===== src/rtl/core/bant_pkg.sv =====
`default_nettype none

package bant_pkg;

  // table size and derived widths
  localparam int TABLE_ENTRIES = 16;
  localparam int IDX_W = (TABLE_ENTRIES > 1) ? $clog2(TABLE_ENTRIES) : 1;
  localparam int CNT_W = $clog2(TABLE_ENTRIES + 1);
  localparam int ADDR_W = 16;
  localparam int PAIR_W = 2 * ADDR_W;

  // frame direction codes
  localparam logic KIND_SENT = 1'b0;
  localparam logic KIND_RECV = 1'b1;

  typedef struct packed {
    logic              kind;
    logic              is_data_frame;
    logic              individual_dest;
    logic [ADDR_W-1:0] src_addr;
    logic [ADDR_W-1:0] dst_addr;
  } in_item_t;

  typedef struct packed {
    logic              forwarded;
    logic [ADDR_W-1:0] out_src_addr;
    logic [ADDR_W-1:0] out_dst_addr;
    logic              lookup_hit;
    logic              table_full;
  } out_item_t;

  // stored pair: destination in the upper half, real source in the lower half
  typedef struct packed {
    logic [ADDR_W-1:0] dst;
    logic [ADDR_W-1:0] src;
  } pair_t;

  typedef enum logic [2:0] {
    ST_IDLE = 3'b001,
    ST_SCAN = 3'b010,
    ST_RESP = 3'b100
  } state_t;

endpackage : bant_pkg

`default_nettype wire


===== src/rtl/core/bant_ram.sv =====
`default_nettype none

module bant_ram #(
  parameter int WIDTH = 32,
  parameter int DEPTH = 16,
  parameter int AW    = (DEPTH > 1) ? $clog2(DEPTH) : 1
) (
  input  wire logic             clk,
  input  wire logic             we,
  input  wire logic [AW-1:0]    waddr,
  input  wire logic [WIDTH-1:0] wdata,
  input  wire logic [AW-1:0]    raddr,
  output logic      [WIDTH-1:0] rdata
);

  logic [WIDTH-1:0] mem_r [DEPTH];

  // single write port, registered read port
  always_ff @(posedge clk) begin
    if (we) begin
      mem_r[waddr] <= wdata;
    end
    rdata <= mem_r[raddr];
  end

endmodule : bant_ram

`default_nettype wire


===== src/rtl/core/bus_address_nat_table.sv =====
`default_nettype none

// Address translator for a 16-bit individual-address field bus.
// Input: a frame descriptor on in_item is taken at a clock edge where start
// is high and busy is low. busy stays high until out_valid rises and is low
// in the cycle in which the result is shown.
// Output: exactly one result per frame on out_item, marked by out_valid for
// a single cycle; the receiver must take it, there is no back-pressure.
// Configuration: own_address is written through cfg_valid/cfg_ready/cfg_data;
// cfg_ready is always high, writes belong in idle periods.
// Timing: a frame that needs no table search passes from the start transfer
// through the response state to out_valid. A search reads the pair table one
// entry per cycle from the RAM with one write port and a registered read
// port; the next start can be taken in the out_valid cycle.
// Write-back of a new or updated pair happens in the cycle before out_valid.
// Reset (rst_n low, synchronous) empties the table by clearing the pair
// count and sets own_address to 0; no clearing pass is needed.
module bus_address_nat_table
  import bant_pkg::*;
(
  input  wire logic              clk,
  input  wire logic              rst_n,
  input  wire logic              start,
  output logic                   busy,
  input  wire in_item_t          in_item,
  output logic                   out_valid,
  output out_item_t              out_item,
  input  wire logic              cfg_valid,
  output logic                   cfg_ready,
  input  wire logic [ADDR_W-1:0] cfg_data
);

  localparam logic [CNT_W-1:0] FULL_CNT = CNT_W'(TABLE_ENTRIES);

  state_t            state_r, state_nxt;
  in_item_t          item_r, item_nxt;
  logic              drop_r, drop_nxt;
  logic [CNT_W-1:0]  count_r, count_nxt;
  logic [CNT_W-1:0]  scan_idx_r, scan_idx_nxt;
  logic              cmp_valid_r, cmp_valid_nxt;
  logic [CNT_W-1:0]  cmp_idx_r, cmp_idx_nxt;
  logic              hit_r, hit_nxt;
  logic [CNT_W-1:0]  hit_idx_r, hit_idx_nxt;
  logic [ADDR_W-1:0] hit_src_r, hit_src_nxt;
  logic [ADDR_W-1:0] own_addr_r;
  logic              out_valid_r;
  out_item_t         out_item_r, out_item_nxt;

  logic              accept;
  logic              need_search;
  logic [ADDR_W-1:0] key;
  logic              learn;
  logic              ram_we;
  logic [IDX_W-1:0]  ram_waddr;
  pair_t             ram_wdata;
  pair_t             ram_rdata;

  assign accept    = start && (state_r == ST_IDLE);
  assign busy      = (state_r != ST_IDLE);
  assign cfg_ready = 1'b1;
  assign out_valid = out_valid_r;
  assign out_item  = out_item_r;

  // search key: destination for sent frames, sender for received frames
  assign key = (item_r.kind == KIND_SENT) ? item_r.dst_addr : item_r.src_addr;

  // sent individual data frame learns its pair
  assign learn = (item_r.kind == KIND_SENT) && item_r.is_data_frame &&
                 item_r.individual_dest;

  // pair table
  bant_ram #(
    .WIDTH (PAIR_W),
    .DEPTH (TABLE_ENTRIES)
  ) u_pair_ram (
    .clk   (clk),
    .we    (ram_we),
    .waddr (ram_waddr),
    .wdata (ram_wdata),
    .raddr (scan_idx_r[IDX_W-1:0]),
    .rdata (ram_rdata)
  );

  // write-back of the pair in the response state
  always_comb begin
    ram_we    = (state_r == ST_RESP) && learn && (hit_r || (count_r < FULL_CNT));
    ram_waddr = hit_r ? hit_idx_r[IDX_W-1:0] : count_r[IDX_W-1:0];
    ram_wdata = '{dst: item_r.dst_addr, src: item_r.src_addr};
  end

  // sequencer: accept, scan the table, respond
  always_comb begin
    state_nxt     = state_r;
    item_nxt      = item_r;
    drop_nxt      = drop_r;
    count_nxt     = count_r;
    scan_idx_nxt  = scan_idx_r;
    cmp_valid_nxt = cmp_valid_r;
    cmp_idx_nxt   = cmp_idx_r;
    hit_nxt       = hit_r;
    hit_idx_nxt   = hit_idx_r;
    hit_src_nxt   = hit_src_r;
    need_search   = 1'b0;

    unique case (state_r)
      ST_IDLE: begin
        if (accept) begin
          item_nxt      = in_item;
          drop_nxt      = (in_item.kind == KIND_RECV) && (in_item.src_addr == own_addr_r);
          hit_nxt       = 1'b0;
          scan_idx_nxt  = '0;
          cmp_valid_nxt = 1'b0;
          need_search   = in_item.individual_dest &&
                          (((in_item.kind == KIND_SENT) && in_item.is_data_frame) ||
                           ((in_item.kind == KIND_RECV) &&
                            (in_item.src_addr != own_addr_r)));
          state_nxt     = (need_search && (count_r != '0)) ? ST_SCAN : ST_RESP;
        end
      end
      ST_SCAN: begin
        if (cmp_valid_r && (ram_rdata.dst == key)) begin
          hit_nxt       = 1'b1;
          hit_idx_nxt   = cmp_idx_r;
          hit_src_nxt   = ram_rdata.src;
          cmp_valid_nxt = 1'b0;
          state_nxt     = ST_RESP;
        end else if (scan_idx_r < count_r) begin
          cmp_valid_nxt = 1'b1;
          cmp_idx_nxt   = scan_idx_r;
          scan_idx_nxt  = scan_idx_r + CNT_W'(1);
        end else begin
          cmp_valid_nxt = 1'b0;
          state_nxt     = ST_RESP;
        end
      end
      ST_RESP: begin
        if (learn && !hit_r && (count_r < FULL_CNT)) begin
          count_nxt = count_r + CNT_W'(1);
        end
        state_nxt = ST_IDLE;
      end
      default: begin
        state_nxt = ST_IDLE;
      end
    endcase
  end

  // result fields
  always_comb begin
    out_item_nxt.forwarded    = 1'b1;
    out_item_nxt.out_src_addr = item_r.src_addr;
    out_item_nxt.out_dst_addr = item_r.dst_addr;
    out_item_nxt.lookup_hit   = 1'b0;
    out_item_nxt.table_full   = 1'b0;
    if (item_r.kind == KIND_SENT) begin
      if (item_r.is_data_frame) begin
        out_item_nxt.out_src_addr = own_addr_r;
      end
      out_item_nxt.table_full = learn && !hit_r && (count_r == FULL_CNT);
    end else if (drop_r) begin
      out_item_nxt.forwarded    = 1'b0;
      out_item_nxt.out_src_addr = '0;
      out_item_nxt.out_dst_addr = '0;
    end else if (item_r.individual_dest) begin
      out_item_nxt.out_dst_addr = hit_r ? hit_src_r : '0;
      out_item_nxt.lookup_hit   = hit_r;
    end
  end

  // control registers
  always_ff @(posedge clk) begin
    if (!rst_n) begin
      state_r     <= ST_IDLE;
      count_r     <= '0;
      cmp_valid_r <= 1'b0;
      out_valid_r <= 1'b0;
      own_addr_r  <= '0;
    end else begin
      state_r     <= state_nxt;
      count_r     <= count_nxt;
      cmp_valid_r <= cmp_valid_nxt;
      out_valid_r <= (state_r == ST_RESP);
      if (cfg_valid && cfg_ready) begin
        own_addr_r <= cfg_data;
      end
    end
  end

  // payload registers
  always_ff @(posedge clk) begin
    item_r     <= item_nxt;
    drop_r     <= drop_nxt;
    scan_idx_r <= scan_idx_nxt;
    cmp_idx_r  <= cmp_idx_nxt;
    hit_r      <= hit_nxt;
    hit_idx_r  <= hit_idx_nxt;
    hit_src_r  <= hit_src_nxt;
    if (state_r == ST_RESP) begin
      out_item_r <= out_item_nxt;
    end
  end

endmodule : bus_address_nat_table

`default_nettype wire


===== config.mk =====
export PLATFORM = sky130hd
export DESIGN_NAME = bus_address_nat_table
export DESIGN_NICKNAME = d
export VERILOG_FILES = /design/src/rtl/core/bant_pkg.sv /design/src/rtl/core/bant_ram.sv /design/src/rtl/core/bus_address_nat_table.sv
export SDC_FILE = /design/constraint.sdc
export NUM_CORES = 1
export LEC_CHECK = 0
export ABC_AREA = 1
export BUFFER_PORTS_ARGS = -buffer_cell sky130_fd_sc_hd__buf_2
export CELL_PAD_IN_SITES_DETAIL_PLACEMENT = 0
export CELL_PAD_IN_SITES_GLOBAL_PLACEMENT = 1
export CORE_MARGIN = 2
export CORE_UTILIZATION = 53
export CTS_BUF_LIST = sky130_fd_sc_hd__clkbuf_8
export DETAILED_ROUTE_END_ITERATION = 8
export PLACE_DENSITY_LB_ADDON = 0.1
export SLEW_MARGIN = 20
export SYNTH_ARGS = -nofsm -noshare
export SYNTH_HDL_FRONTEND = slang
export SYNTH_SLANG_ARGS = --single-unit

===== constraint.sdc =====
create_clock -name clk -period 4.46 [get_ports clk]
set_clock_uncertainty 0.15 [all_clocks]
set_input_delay 0.223 -clock clk [delete_from_list [all_inputs] [get_ports clk]]
set_output_delay 0.223 -clock clk [all_outputs]
set_load 0.03 [all_outputs]

# After elaboration in Yosys (flattened, before gate mapping)

Memory sizes are Yosys's and may differ from the RTL's. A register that Yosys moved wholly into a read port is not among the register bits.
Cells that the tools add are included.

Bits in registers: 127
Bits in writable memories: 512
Output and inout bits: 38
Memories: 1

Memories:

| name             | words | width | read ports | clocked after Yosys merged registers in | wr ports | line           | source |
|---|---|---|---|---|---|---|---|
| u_pair_ram.mem_r | 16    | 32    | 1          | 1                                       | 1        | bant_ram.sv:16 | `logic [WIDTH-1:0] mem_r [DEPTH];` |

$add $sub $neg: 2
$lt $le $gt $ge: 2
Eq/ne operators: 13
Muxes and demuxes: 27
Bitwise operators: 4
Reductions and logical operators: 28

Operators by type and width:

| operator                                            | count |
|---|---|
| 2-to-1 mux 16 bit                                   | 5 |
| 2-to-1 mux 17 bit                                   | 3 |
| equality test 16 bit                                | 2 |
| != test 16 bit                                      | 1 |
| 2-to-1 mux 5 bit                                    | 3 |
| logical AND 1 bit                                   | 14 |
| 2-to-1 mux 3 bit                                    | 4 |
| adder 5 x 1 -> 5 bit, second input constant         | 2 |
| case mux 5 bit (2 select lines)                     | 1 |
| AND reduction 2 bit                                 | 5 |
| != test 2 bit, second input constant                | 4 |
| 2-to-1 mux 1 bit                                    | 7 |
| case mux 3 bit (2 select lines)                     | 1 |
| AND reduction 3 bit                                 | 2 |
| equality test 5 bit, second input constant          | 1 |
| less-than comparator 5 bit                          | 1 |
| less-than comparator 5 bit, second input constant   | 1 |
| nonzero test 5 bit                                  | 1 |
| 2-to-1 mux 4 bit                                    | 1 |
| NOT 1 bit                                           | 4 |
| case mux 1 bit (2 select lines)                     | 2 |
| AND reduction 4 bit                                 | 1 |
| equality test 3 x 1 -> 1 bit, second input constant | 1 |
| equality test 3 x 2 -> 1 bit, second input constant | 1 |
| 7 further kinds                                     | 8 |

# Depth between registers and ports, before layout

Depth in word-level cells: 8
Mapped depth: 14

# Hierarchy

From an unflattened synthesis, not the netlist that was laid out.

Cell total of the unflattened synthesis: 2718
Area, all modules: 28567.4 µm²

By module, submodules not included:

| module                | times used | cells each | area each (µm²) | sequential area each (µm²) |
|---|---|---|---|---|
| bant_ram              | 1          | 2120       | 22730.6         | 16015.4 |
| bus_address_nat_table | 1          | 598        | 5836.8          | 3553.4 |

# Worst setup path after synthesis

OpenSTA, ideal clock, no wires.

Kind: register to register
Start point: register item_r[34] (netlist bit)
End point: memory u_pair_ram.mem_r[0][0] (enable)
Library setup time: 0.421 ns
Arrival time: 2.620 ns
Required time: 3.889 ns
Slack: 1.269 ns
Cell stages (with the launch flop): 10
Cell sequence: edfxtp_1 -> buf_6 -> inv_8 -> buf_6 -> nand3_1 -> nor2_1 -> o21ai_0 -> inv_1 -> nand3_1 -> nor2_1

Longest elaborated chain between the ends: 7

Ends and longest elaborated chain:

| item                                   | line                         | source |
|---|---|---|
| start: declaration                     | bus_address_nat_table.sv:36  | `in_item_t item_r, item_nxt;` |
| start signal: assignment               | bus_address_nat_table.sv:191 | `item_r <= item_nxt;` |
| NOT 1 bit                              | n/a                          |  |
| logical AND 1 bit (2 in series)        | bus_address_nat_table.sv:68  | `assign learn = (item_r.kind == KIND_SENT) && item_r.is_data_frame &&` |
| logical AND 1 bit (2 in series)        | bus_address_nat_table.sv:86  | `ram_we = (state_r == ST_RESP) && learn && (hit_r \|\| (count_r < FULL_CNT));` |
| 2-to-1 mux 1 bit                       | bant_ram.sv:20               | `if (we) begin` |
| 2-to-1 mux 1 bit (implied by the code) | bant_ram.sv:21               | `mem_r[waddr] <= wdata;` |
| end: declaration                       | bant_ram.sv:16               |  |

Every way passes these cells.

# Worst setup path in the final report

Start point: register item_r[34] (netlist bit)
End point: memory u_pair_ram.mem_r[10][11] (enable)

Same word-level chain as after synthesis.

==> results.py <==
metrics = {
    "outcome": {
        "outcome": "complete, no violations",
    },
    "synthesis": {
        "ys_warn_count": 0,
        "yosysSeqAreaShare_pct": 73.9,
        "synth_nets": 2058,
        "avgSynthCellArea_um2": 13.3,
        "ys_types": 44,
        "synth_top_area_cell": "edfxtp_1",
        "syn-cell-area_um2": 26500,
        "synthArstFlopShare_pct": 0,
        "synth-seq-cells": 671,
        "synth_common_cells": "edfxtp_1, nor2_1, nand2_1, o21ai_0, nand3_1",
        "ys.flop_type": "edfxtp_1",
        "syn_inst": 1996,
        "synth_top_area_share_pct": 69.6,
        "synth.most_common_cell": "edfxtp_1",
        "synth_area_leaders": "edfxtp_1, nor2_1, dfxtp_1",
        "synth_edf_count": 613,
    },
    "finish": {
        "fin_util_pct": 62.0,
        "fill_cells": 3804,
        "drive_above_1_share_pct": 14.7,
        "area_growth_pct": 15.2,
        "nets": 2268,
        "finalNonFillerCells": 2962,
    },
    "detailed_routing": {
        "routedWlPerCell_um": 24.5,
        "drc": 0,
        "antenna_left": 0,
        "drt_first_iter_violations": 1774,
        "vias_per_cell": 5.82,
        "dr.pass1.iters": 5,
        "wirelength_mm": 72.5,
        "num_vias": 17200,
    },
    "critical_path": {
        "arrival_ns": 3.69,
        "crit_type": "reg -> reg",
        "start_kind": "flop",
        "crit_path_max_fanout": 35,
        "reg2reg_slack_ns": 0.95,
        "end_kind": "flop",
        "cp.required_ns": 4.64,
    },
    "clock_tree": {
        "clk_path_buf_depth": 3,
        "ctsRootBufferMaster": "clkbuf_8",
        "post_cts_resized": 0,
        "clock_latency_ns": 0.70,
        "htreeDepth": 3,
        "hold_buffers": 68,
        "cts_made_buffers": 106,
        "cts.sinks": 671,
        "clk_pin_slew_worst_paths_ns": 0.06,
        "cts_tree": "done",
        "cts_setup_buffers": 0,
    },
    "sta": {
        "finalCritPeriodShare_pct": 78.6,
        "setup_viol": 0,
        "min_period_ns": 3.51,
        "setup_tns_ns": 0,
        "worst_slew_pin_slew_ns": 1.04,
        "final-hold-violation-count": 0,
        "finalMaxSlewViolations": 0,
        "fmax_mhz": 285,
        "relSlewSlack_pct": 30.4,
        "hold_ws_ns": 0.0855,
        "rsz0062_at_grt": "false",
    },
    "pwr": {
        "vdd_ir_drop_max_uv": 261,
        "fin_total_pwr_uw": 12900,
        "power_density_nw_per_um2": 422,
        "power_leakage_uw": 0.0106,
    },
    "die": {
        "chipWidth_um": 227,
        "dieArea_um2": 51700,
        "fp-row-count": 81,
        "pin_count": 93,
        "start_util_pct": 53.8,
        "core_um2": 49200,
        "die_h_um": 227,
    },
    "run": {
        "cap_viol_max_count": 0,
    },
    "global_route": {
        "grt_pass1_wl_mm": 106,
        "antenna_found_initial": 0,
        "track_usage_pct": 28.6,
        "grt_max_degree": 163,
        "grt_pass1_vias": 16500,
        "grt_overflow_total": 0,
    },
    "placed_design": {
        "io_buffers": 91,
        "hpwlAfterDp_mm": 44.9,
        "routabilityCongestion": 0.875,
        "placed_cells": 2694,
    },
    "worst_hold_path": {
        "hold_path.class": "in -> reg",
    },
}
path summary, 6_finish.rpt:
kind / to / cells past startpoint / from
hold / removal: item_r[10]$_DFFE_PP_ / 2 / in_item[10]
setup / recovery: u_pair_ram.mem_r[10][11]$_DFFE_PP_ / 8 / item_r[34]$_DFFE_PP_
hold reg to reg: hit_src_r[6]$_DFFE_PP_ / 0 / u_pair_ram.rdata[6]$_DFF_P_
setup reg to reg: u_pair_ram.mem_r[10][11]$_DFFE_PP_ / 8 / item_r[34]$_DFFE_PP_
cell usage in the layout (no fill, tap or decap), types with 3 or more instances in the layout:
cell type,count
a21oi_1,23
buf_12,6
buf_2,91
buf_4,48
bufinv_16,4
clkbuf_8,110
clkinv_1,32
clkinv_2,10
clkinvlp_4,6
dfxtp_1,58
dlygate4sd3_1,68
edfxtp_1,613
ha_1,7
inv_1,98
mux2i_1,49
nand2_1,190
nand2_2,10
nand2_4,8
nand3_1,109
nand3_2,3
nand4_1,9
nor2_1,345
nor2_2,6
nor2_4,17
nor3_1,6
nor4_1,4
o211ai_1,16
o21ai_0,186
o21ai_1,3
o221ai_1,50
o32ai_1,79
or2_2,7
xnor2_1,3
xor2_1,5
flip-flops by register name, indices dropped and copies added (netlist names):
signal	count
u_pair_ram.mem_r	512
scan_idx_r	5
hit_r	1
state_r	3
hit_src_r	16
item_r	35
out_valid	1
hit_idx_r	4
cmp_idx_r	4
out_item	35
own_addr_r	16
count_r	5
u_pair_ram.rdata	32
cmp_valid_r	1
drop_r	1
kinds of logic after synthesis:
kind of cell	synth area share [%]
other cells	0.0142
compound gates	8.79
simple gates	11.6
flops	73.9
fa+ha+maj	0.331
mux	1.85
xor+xnor	0.388
buf+inv	3.12
power by group:
group          internal, uW  switching (uW)  total (uW)
registers              6970             113        7080
clock network          2530            2380        4910
logic                   273             612         886
final cells by class:
class | instances | area (um^2) | area share [%]
well taps | 664 | 831 | 2.72
diodes | 1 | 2.50 | 0.00821
repair buffers | 213 | 1620 | 5.30
multi-input cells | 1147 | 6200 | 20.3
clock inverters | 89 | 497 | 1.63
flip-flops and latches | 671 | 19600 | 64.2
inverters | 67 | 264 | 0.866
clock buffers | 110 | 1510 | 4.96
routing by layer:
layer  up-vias  GRT usage, %  wire [um]
li1       7798             -          -
met1      8662          41.9      32100
met2       683          43.4      33100
met3        99          6.32       5650
met4         0          8.05       1690
met5         -             0          0
worst max-delay path: stages, from the launching register on:
cell and delay [ns]:
edfxtp_1 0.71, inv_8 0.40, nand3_1 0.15, nor2_1 0.20, o21ai_0 0.20, inv_1 0.16, nand3_1 0.31, nor2_4 0.40
buf_4 0.44
metrics by stage:
step	setup WS [ns]	area (um^2)
finish	0.952	30500
detailed placement	0.964	27800
CTS	0.959	30500
global placement	1.02	27800
global route	0.747	30500
floorplan	1.27	26500
(Power assumes the default switching activity.)
